## src/coo_to_csr_converter_macros.svh

```systemverilog
// ----------------------------------------------------------------------------
// COO to CSR converter assertion macros
// Shared property wrappers clocked on clk_i and disabled in reset.
// ----------------------------------------------------------------------------
`ifndef COO_TO_CSR_CONVERTER_MACROS_SVH
`define COO_TO_CSR_CONVERTER_MACROS_SVH

// same-cycle implication
`define C2C_ASSERT_IMPL(lbl, ante, cons) \
  lbl: assert property (@(posedge clk_i) disable iff (!rst_ni) (ante) |-> (cons)) \
    else $error("c2c assertion failed");

// next-cycle implication
`define C2C_ASSERT_NEXT(lbl, ante, cons) \
  lbl: assert property (@(posedge clk_i) disable iff (!rst_ni) (ante) |=> (cons)) \
    else $error("c2c assertion failed");

`endif

```

## src/c2c_ram.sv

```systemverilog
// ----------------------------------------------------------------------------
// COO to CSR converter RAM
// One write port, one read port with registered, enable-held read data.
// ----------------------------------------------------------------------------
`default_nettype none

module c2c_ram #(
  parameter int WIDTH = 8,
  parameter int DEPTH = 16
) (
  input  wire logic                     clk_i,
  input  wire logic                     we_i,
  input  wire logic [$clog2(DEPTH)-1:0] waddr_i,
  input  wire logic [WIDTH-1:0]         wdata_i,
  input  wire logic                     re_i,
  input  wire logic [$clog2(DEPTH)-1:0] raddr_i,
  output logic      [WIDTH-1:0]         rdata_o
);

  logic [WIDTH-1:0] mem_q [DEPTH];

  always_ff @(posedge clk_i) begin
    if (we_i) begin
      mem_q[waddr_i] <= wdata_i;
    end
  end

  // hold read data until the next read
  always_ff @(posedge clk_i) begin
    if (re_i) begin
      rdata_o <= mem_q[raddr_i];
    end
  end

endmodule

`default_nettype wire

```

## config.mk

```make
export PLATFORM = sky130hd
export DESIGN_NAME = c2c_ram
export DESIGN_NICKNAME = d
export VERILOG_FILES = /design/src/coo_to_csr_converter_macros.svh /design/src/c2c_ram.sv
export SDC_FILE = /design/constraint.sdc
export NUM_CORES = 1
export LEC_CHECK = 0
export BUFFER_PORTS_ARGS = -buffer_cell sky130_fd_sc_hd__buf_4
export CAP_MARGIN = 20
export CORE_MARGIN = 2
export CORE_UTILIZATION = 40
export DETAILED_ROUTE_END_ITERATION = 16
export HOLD_SLACK_MARGIN = 0.1
export PLACE_DENSITY = 0.68
export SKIP_LAST_GASP = 1
export SLEW_MARGIN = 25
export SYNTH_ARGS = -nofsm -noshare
export SYNTH_HDL_FRONTEND = slang
export SYNTH_SLANG_ARGS = --single-unit
```

## constraint.sdc

```tcl
create_clock -name clk_i -period 1.8 [get_ports clk_i]
set_input_delay 0.09 -clock clk_i [delete_from_list [all_inputs] [get_ports clk_i]]
set_output_delay 0.09 -clock clk_i [all_outputs]
set_load 0.01 [all_outputs]
```

# Word level (Yosys, flattened, before mapping)
# Memory sizes are Yosys's and may differ from the RTL's. A register that Yosys moved wholly into a read port is not among the register bits.
# Index checks and enable logic that the tools add are counted.
[word_totals]
reg_bits = 0
mem_bits_rw = 128
inputBits = 19
word_cells = 3
mem_count = 1
[memory_table]
columns = ["memory", "depth", "word_bits", "read_ports", "rd_ports_with_merged_regs", "wr", "line", "rtl"]
rows = [
  ["mem_q", 16, 8, 1, 1, 1, "c2c_ram.sv:20", "logic [WIDTH-1:0] mem_q [DEPTH];"],
]
[classes]
mux = 2
[ops]
columns = ["cell", "n"]
rows = [
  ["$mux W1", 2],
]

# Logic depth before layout (Yosys ltp)
# Gate-level depths: netlist (run 1).
[logic_depth]
ltp_word = 2
ltp_mapped = 5
ltp_nobuf = 3

# Least setup slack after synthesis (run 1)
# OpenSTA, ideal clock, no wires.
[synth_timing]
path_kind = "input port to flip-flop"
start = "in waddr_i[2]"
end = "mem mem_q[0][0] (enable)"
setup_time_ns = 0.383
arrival_time_ns = 1.200
required_ns = 1.417
path_slack_ns = 0.217
stages = 2
cell_sequence = "or3b_2 -> nor3_1"
[synth_lines]
columns = ["element", "line", "rtl"]
rows = [
  ["start, declared", "c2c_ram.sv:13", "input wire logic [$clog2(DEPTH)-1:0] waddr_i,"],
  ["end, declared", "c2c_ram.sv:20", ""],
]
# Straight into the memory's write port.

==> results_dict.tcl, run 1 <==
set metrics [dict create \
    status "finished, final reports clean" \
    critPathLaunch "mem_q[10][3]" \
    cts_buffers 17 \
    avgRoutedWirePerCell_um 21.2 \
    synth-seq-cells 136 \
    cp_slowest_cell "mux4_1" \
    finalHoldViolations 0 \
    r2r_start "mem_q[10][3]" \
    fin_tns_setup_ns 0 \
    grt_pass1_vias 2757 \
    rr_endpoint "rdata_o[3]" \
    drt-initial-drc-count 233 \
    final_area_um2 6440 \
    reg2reg_depth 3 \
    dpl-instance-area_um2 5740 \
    critPathKind "register to register" \
    drcViolationCount 0 \
    max_slew.worst_pin.slew_ns 0.458 \
    fin_crit_sh 0.846 \
    cts_root_buffer "clkbuf_16" \
    grt_pass1_wl_um 15900 \
    rsz0062_at_grt "no" \
    start_util 0.413 \
    vias 2550 \
    slew_violations 0 \
    synth_top_area_share 0.781 \
    critPathArrivalTime_ns 1.67 \
    fillerInstances 1028 \
    slew_headroom 0.695 \
    syn_area_um2 5230 \
    synth_area_leaders "edfxtp_1 78%, mux4_2 7.8%, mux4_1 7.0%" \
    fin_hold_ws_ns 0.197 \
    fp-row-count 41 \
    drive_above_1_share 0.321 \
    cp-end-kind "register" \
    synth_common_cells "136 x edfxtp_1, 18 x mux4_2, 16 x a22oi_1" \
    drtPass1Iterations 4 \
    clk_latency_ns 0.41 \
    skew_ns 0.0103 \
    synth_top_area_cell "edfxtp_1" \
    avgSynthCellArea_um2 22.8 \
    synth_edf_count 136 \
    num_antenna_cells 0 \
    cp.depth 3 \
    clk_pin_slew_worst_paths_ns 0.06 \
    clkSinkCount 136 \
    yosysWarnings 0 \
    vias_per_cell 5.31 \
    period_minus_slack_ns 1.52 \
    ys_types 18 \
    dieArea_um2 14000 \
    ios 27 \
    cp-start-kind "register" \
    power.density_nw_per_um2 1150 \
    path_cells "mux4_1, a22oi_1, nand2_1" \
    final_nets 314 \
    die_width_um 118 \
    place.gp.congestion 0.779 \
    max-clock-path-buffers 2 \
    cp_max_fo 1 \
    routed_wl_um 10200 \
    synth_nets 248 \
    synth_ff_type "edfxtp_1" \
    place.port_buffers 26 \
    core_um2 12700 \
    cts_max_level 4 \
    postRouteAntennaNets 0 \
    endpoint "rdata_o[3]" \
    antenna_found_initial 0 \
    setup_viol 0 \
    dieHeight_um 118 \
    r2r_setup_slack_ns 0.28 \
    area_growth_pct 23.1 \
    max_freq_ghz 0.657 \
    irDropWorstVdd_mv 0.613 \
    cp.buffers_inverters 0 \
    cts_tree "yes" \
    fin_util 0.508 \
    grt_util_all_layers 0.158 \
    grt_max_degree 33 \
    cpLargestDelayFamily "multiplexers" \
    hpwlAfterDp_um 6670 \
    crit_required_ns 1.94 \
    synth.most_common_cell "edfxtp_1" \
    async_reset_ff_frac 0 \
    hold_path.class "input pin to register" \
    ys_seq_area_frac 0.781 \
    leakagePower_uw 0.00218 \
    max_stage_delay_ns 0.49 \
    overflow 0 \
    drv_cap 0 \
    cts_setup_buffers 0 \
    syn-instance-count 229 \
]
## power by group
group / switching [uW] / total [uW] / internal (uW)
Combinational: 199 / 374 / 176
Clock: 1280 / 3460 / 2180
Sequential: 19.2 / 3590 / 3570
Total: 1500 / 7420 / 5920
## kinds of logic after synthesis
logic type             Yosys count  synth area share
multiplexers                    32             0.148
AO/OA/AOI/OAI                   16            0.0230
flip-flops                     136             0.781
buffers and inverters           10            0.0165
AND/OR/NAND/NOR                 35            0.0314
## how the worst min path moves through the flow
stage	from	endpoint	slack [ns]	cells past startpoint
after detailed placement	wdata_i[4]	mem_q[9][4]	0.41	1
after global placement	wdata_i[5]	mem_q[6][5]	0.39	1
after global routing	waddr_i[0]	mem_q[4][6]	0.20	3
after CTS	waddr_i[0]	mem_q[4][6]	0.17	3
final	waddr_i[0]	mem_q[4][6]	0.20	3
after floorplan	wdata_i[0]	mem_q[0][0]	0.19	0
## tightest hold or removal path, stage by stage
cell    delay (ns)
buf_4         0.12
nor3_1        0.07
buf_4         0.15
## layout by cell type, fill, tap and decap left out, types with 9 or more instances in the layout
cell,instances
clkbuf_16,17
a22oi_1,16
nand2_1,9
dlygate4sd3_1,9
mux4_1,14
edfxtp_1,136
buf_4,46
nor2_1,13
mux4_2,18
## flip-flops by register name, summed over array words and instances, names as in the netlist
register  cells
mem_q       128
rdata_o       8
## per-stage QoR
| stage | instances | total power (uW) | worst slack (ns) |
|---|---|---|---|
| after floorplan | 229 | 3840 | 0.217 |
| after global placement | 439 | 4000 | 0.0795 |
| after CTS | 480 | 7490 | 0.287 |
| after detailed placement | 439 | 4020 | 0.0860 |
| final | 480 | 7420 | 0.277 |
| after global routing | 480 | 7670 | 0.229 |
## per-layer routing
layer  wire length, um  GRT usage
met1              4440      0.220
met2              4940      0.241
met3               760     0.0468
met4                46     0.0520
met5                 0          0
## cell type report
cell class | instances | area, um2 | area share
well taps | 172 | 215 | 0.0334
clock buffers | 17 | 425 | 0.0661
multi-input cells | 83 | 1060 | 0.164
flip-flops and latches | 136 | 4080 | 0.635
repair buffers | 57 | 475 | 0.0739
clock inverters | 15 | 179 | 0.0278
## repair_timing
item	CTS	global route
gates resized for setup	0	0
hold buffers	9	0
hold endpoints to repair	136	0
Note: power is estimated with default switching activity, not from simulation.
==> run 2: changes to the inputs <==
- ABC_AREA: unset -> 1
- PLACE_DENSITY: 0.68 -> 0.7
- clock period: 1.8 -> 1.3 ns (I/O delays scaled with it)
==> run 2 against run 1 <==
Effect of this change: wire length rose by 30%; sequential power rose by 38%; final cell count rose by 67%; sequential cell count did not move; sequential share of layout area fell by 4.9 points; critical path depth rose by 3; synthesized cell count rose by 140%; via count rose by 56%; register-to-register slack got worse by 0.17 ns; combinational power rose by 76%; first-iteration DRC count rose by 77%; core utilization fell by 2.5 points; critical path type unchanged; largest cell class unchanged.
==> results_dict.tcl, run 2 <==
set metrics [dict create \
    cts_buffers 17 \
    fillerInstances 1312 \
    postRouteAntennaNets 0 \
    synth_top_area_cell "edfxtp_1" \
    avgSynthCellArea_um2 10.6 \
    irDropWorstVdd_mv 0.882 \
    critPathKind "register to register" \
    synth_edf_count 136 \
    pwr-share-clk 0.450 \
    cts_max_level 4 \
    syn_area_um2 5850 \
    fin_hold_ws_ns 0.146 \
    max_slew.worst_pin.slew_ns 0.630 \
    async_reset_ff_frac 0 \
    final_nets 623 \
    status "finished, final reports clean" \
    final_common_cell "nand2_1" \
    finalHoldViolations 0 \
    max-clock-path-buffers 2 \
    cp-end-kind "register" \
    rsz0062_at_grt "no" \
    overflow 0 \
    antenna_found_initial 1 \
    start_util 0.405 \
    fp-row-count 44 \
    top_regs "mem_q (128), rdata_o (8)" \
    drive_above_1_share 0.120 \
    largest-register "mem_q" \
    synth_common_cells "173 x nand2_1, 136 x edfxtp_1, 100 x inv_1" \
    pwr-share-seq 0.485 \
    combPwrFrac 0.064 \
    critPathArrivalTime_ns 1.35 \
    clk_pin_slew_worst_paths_ns 0.06 \
    drt-initial-drc-count 413 \
    synth_top_area_share 0.698 \
    synth-seq-cells 136 \
    cp-start-kind "register" \
    vias_per_cell 4.97 \
    skew_ns 0.00611 \
    switching_share 0.209 \
    place.gp.congestion 0.845 \
    drtPass1Iterations 5 \
    core_um2 14400 \
    yosysWarnings 0 \
    grt_pass1_wl_um 21000 \
    avgRoutedWirePerCell_um 16.6 \
    grt_max_degree 65 \
    dp_slack_ns -0.0113 \
    synth_nets 570 \
    synth_ff_type "edfxtp_1" \
    hold_path.class "input pin to register" \
    area_growth_pct 19.3 \
    leakagePower_uw 0.00300 \
    max_freq_ghz 0.840 \
    hpwlAfterDp_um 8080 \
    num_antenna_cells 0 \
    power.density_nw_per_um2 1470 \
    routed_wl_um 13300 \
    slew_headroom 0.579 \
    dieHeight_um 125 \
    ios 27 \
    final_cell_mix "173 x nand2_1, 136 x edfxtp_1, 100 x inv_1" \
    cts_root_buffer "clkbuf_16" \
    synth_area_leaders "edfxtp_1 70%, nand2_1 11%, nand3_1 8.3%" \
    crit_required_ns 1.46 \
    setup_slack_ns 0.109 \
    fin_crit_sh 0.916 \
    synth.most_common_cell "nand2_1" \
    grt_util_all_layers 0.181 \
    syn-instance-count 551 \
    ys_types 11 \
    vias 3972 \
    drcViolationCount 0 \
    die_width_um 125 \
    cp_max_fo 1 \
    clk_latency_ns 0.42 \
    power.internal_uw 8110 \
    dieArea_um2 15600 \
    cts_tree "yes" \
    grt_pass1_vias 3891 \
    slew_violations 0 \
    clkSinkCount 136 \
    place.port_buffers 26 \
    power_uw 10200 \
    period_minus_slack_ns 1.19 \
    drv_cap 0 \
    power.switching_uw 2140 \
    setup_viol 0 \
    cts_setup_buffers 0 \
    largest_reg_flops 128 \
    ys_seq_area_frac 0.698 \
]
==> run 2: cell types whose count changed after synthesis, moves of 10 or more <==
cell and delta:
nand2_1 +164, buf_2 +10, mux4_1 -14, inv_1 +100, mux4_2 -18, nand3_1 +96, a22oi_1 -16
==> run 2: timing repair <==
action / CTS / global route
hold buffers: 10 / 0
hold endpoints to repair: 143 / 0
endpoints found under the setup margin: 0 / 0
resized for setup: 0 / 0
==> run 2: logic make-up (layout without fill, tap and decap cells) <==
family,after synthesis,after routing,synth area share
flip-flops,136,136,0.698
AND/OR/NAND/NOR,289,289,0.208
buffers and inverters,126,191,0.0939
==> run 2: through the flow <==
stage	TNS (ns)	utilization	std cells	cell area, um2
2_1_floorplan	0	-	551	5850
3_3_place_gp	-0.00919	0.437	759	6310
3_5_place_dp	-0.0113	0.437	759	6310
4_1_cts	0	0.483	800	6970
5_1_grt	0	0.483	800	6970
6_report	0	0.483	800	6970
==> run 2: worst paths after layout <==
check	cells past startpoint	slack [ns]	to	start
max	6	0.11	rdata_o[6]	mem_q[6][6]
min	4	0.15	rdata_o[1]	raddr_i[2]
max reg2reg	6	0.11	rdata_o[6]	mem_q[6][6]
min reg2reg	6	0.76	rdata_o[7]	mem_q[10][7]
==> run 2: layout make-up <==
class	count	area, um2	area share
Sequential cell	136	4080	0.586
Multi-Input combinational cell	289	1210	0.174
Timing Repair Buffer	58	498	0.0714
Clock buffer	17	425	0.0610
Inverter	102	383	0.0549
Tap cell	184	230	0.0330
Clock inverter	14	139	0.0199
==> run 2: critical path: stages (launching register included) <==
cell and delay, ns:
edfxtp_1 0.36, inv_1 0.06, nand2_1 0.05, nand3_1 0.07
nand3_1 0.11, nand3_1 0.16, nand2_1 0.11
==> run 2: power groups by stage <==
| stage | registers [uW] | clock network [uW] | logic, uW |
|---|---|---|---|
| final | 4970 | 4610 | 660 |
| after global routing | 4980 | 4910 | 734 |
| after CTS | 4970 | 4670 | 662 |
| after detailed placement | 5060 | 0 | 632 |
| after global placement | 5060 | 0 | 619 |
| after floorplan | 5060 | 0 | 346 |
==> run 2: layer usage <==
metal	GRT usage	wire, um
met5	0	0
met4	0.0804	307
met2	0.290	6510
met1	0.231	5450
met3	0.0503	994
==> run 3: changes to the inputs <==
- CORE_MARGIN: 2 -> unset
- CTS_BUF_LIST: unset -> sky130_fd_sc_hd__clkbuf_8 sky130_fd_sc_hd__clkbuf_16
==> run 3 against run 2 <==
Effect of this change: die area down 3.2%; largest cell class unchanged; sequential cell count is the same; combinational power down 2%; hold slack improved by 0.013 ns; wire length shrank 3.9%; clock skew rose by 0.00065 ns; critical path depth stayed put; largest power group unchanged; non-clock buffer count increased by 1; setup slack improved by 0.036 ns; clock power is 7.2% higher; final area grew 0.68%; final cell count down 0.25%.
==> results_dict.tcl, run 3 (synthesis results as in run 2) <==
set metrics [dict create \
    final_cell_mix "173 x nand2_1, 136 x edfxtp_1, 100 x inv_1" \
    slew_headroom 0.589 \
    skew_ns 0.00676 \
    largest_reg_flops 128 \
    status "finished, final reports clean" \
    leakagePower_uw 0.00302 \
    top_regs "mem_q (128), rdata_o (8)" \
    hold_path.class "input pin to register" \
    grt_pass1_wl_um 20600 \
    place.gp.congestion 0.828 \
    drcViolationCount 0 \
    setup_viol 0 \
    finalHoldViolations 0 \
    drive_above_1_share 0.131 \
    cp_max_fo 1 \
    num_antenna_cells 0 \
    vias_per_cell 4.96 \
    grt_pass1_vias 3985 \
    cts_buffers 17 \
    irDropWorstVdd_mv 0.880 \
    min_from "raddr_i[2]" \
    antenna_found_initial 0 \
    cts_tree "yes" \
    final_nets 624 \
    regArea_um2 4080 \
    drv_cap 0 \
    start_util 0.415 \
    fillerInstances 1218 \
    routed_wl_um 12700 \
    max_freq_ghz 0.867 \
    ios 27 \
    cp-start-kind "register" \
    power.density_nw_per_um2 1500 \
    cts_setup_buffers 0 \
    grt_util_all_layers 0.187 \
    fp-row-count 43 \
    clk_pin_slew_worst_paths_ns 0.06 \
    clk_latency_ns 0.41 \
    drt-initial-drc-count 460 \
    dp_slack_ns 0.0629 \
    period_minus_slack_ns 1.15 \
    final_common_cell "nand2_1" \
    r2r_start "mem_q[9][5]" \
    grt_util_met2 0.301 \
    setup_slack_ns 0.146 \
    largest-register "mem_q" \
    grt_max_degree 65 \
    grt_util_met3 0.0457 \
    core_um2 14100 \
    critPathKind "register to register" \
    critPathArrivalTime_ns 1.30 \
    cp-end-kind "register" \
    max_slew.worst_pin.slew_ns 0.616 \
    fin_crit_sh 0.888 \
    crit_required_ns 1.45 \
    overflow 0 \
    critPathLaunch "mem_q[9][5]" \
    vias 3956 \
    postCtsHoldBufs 10 \
    grt_busiest_layer "met2" \
    clkSinkCount 136 \
    hpwlAfterDp_um 7710 \
    avgRoutedWirePerCell_um 16.0 \
    fin_tns_setup_ns 0 \
    fin_hold_ws_ns 0.160 \
    cts_max_level 4 \
    dieHeight_um 123 \
    slew_violations 0 \
    place.port_buffers 26 \
    dieArea_um2 15100 \
    postRouteAntennaNets 0 \
    cts.repair.resized 0 \
    drtPass1Iterations 5 \
    die_width_um 123 \
    multi_input_area_um2 1210 \
    cts_root_buffer "clkbuf_16" \
    rsz0062_at_grt "no" \
    area_growth_pct 20.1 \
    use_met1 0.241 \
    max-clock-path-buffers 2 \
]
## run 3: cell type report
cell class / instances / share of cell area
clock buffer: 17 / 0.0606
sequential: 136 / 0.582
timing repair buffer: 59 / 0.0720
inverter: 102 / 0.0545
multi-input combinational: 289 / 0.173
tap: 180 / 0.0321
clock inverter: 15 / 0.0262
## run 3: path summary, 6_finish.rpt
kind	cells past startpoint	endpoint	slack [ns]
hold reg to reg	6	rdata_o[4]	0.76
hold / removal	4	rdata_o[4]	0.16
setup reg to reg	6	rdata_o[5]	0.15
setup / recovery	6	rdata_o[5]	0.15
## run 3: critical path: stages, from the launching register on
cell	delay (ns)
edfxtp_1	0.38
inv_1	0.08
nand2_1	0.05
nand3_1	0.09
nand3_1	0.10
nand3_1	0.10
nand2_1	0.10
## run 3: routing by layer
| layer | wire, um | vias to the layer above |
|---|---|---|
| met2 | 6040 | 162 |
| met3 | 920 | 26 |
| met1 | 5520 | 1879 |
| met5 | 0 | - |
| li1 | - | 1889 |
| met4 | 258 | 0 |
## run 3: metrics by stage
stage          cell area, um2  instances   util  power, uW
6_report                 7020        798  0.498      10600
5_1_grt                  7020        798  0.498      10900
4_1_cts                  7020        798  0.498      10600
3_5_place_dp             6310        756  0.448       5680
3_3_place_gp             6310        756  0.448       5660
2_1_floorplan            5850        551      -       5410
## run 3: power by group
group | total [uW] | internal, uW | leakage, uW | switching [uW]
sequential | 4970 | 4940 | 0.00124 | 29.8
combinational | 647 | 230 | 0.00149 | 417
clock | 4940 | 3170 | 0.000293 | 1760
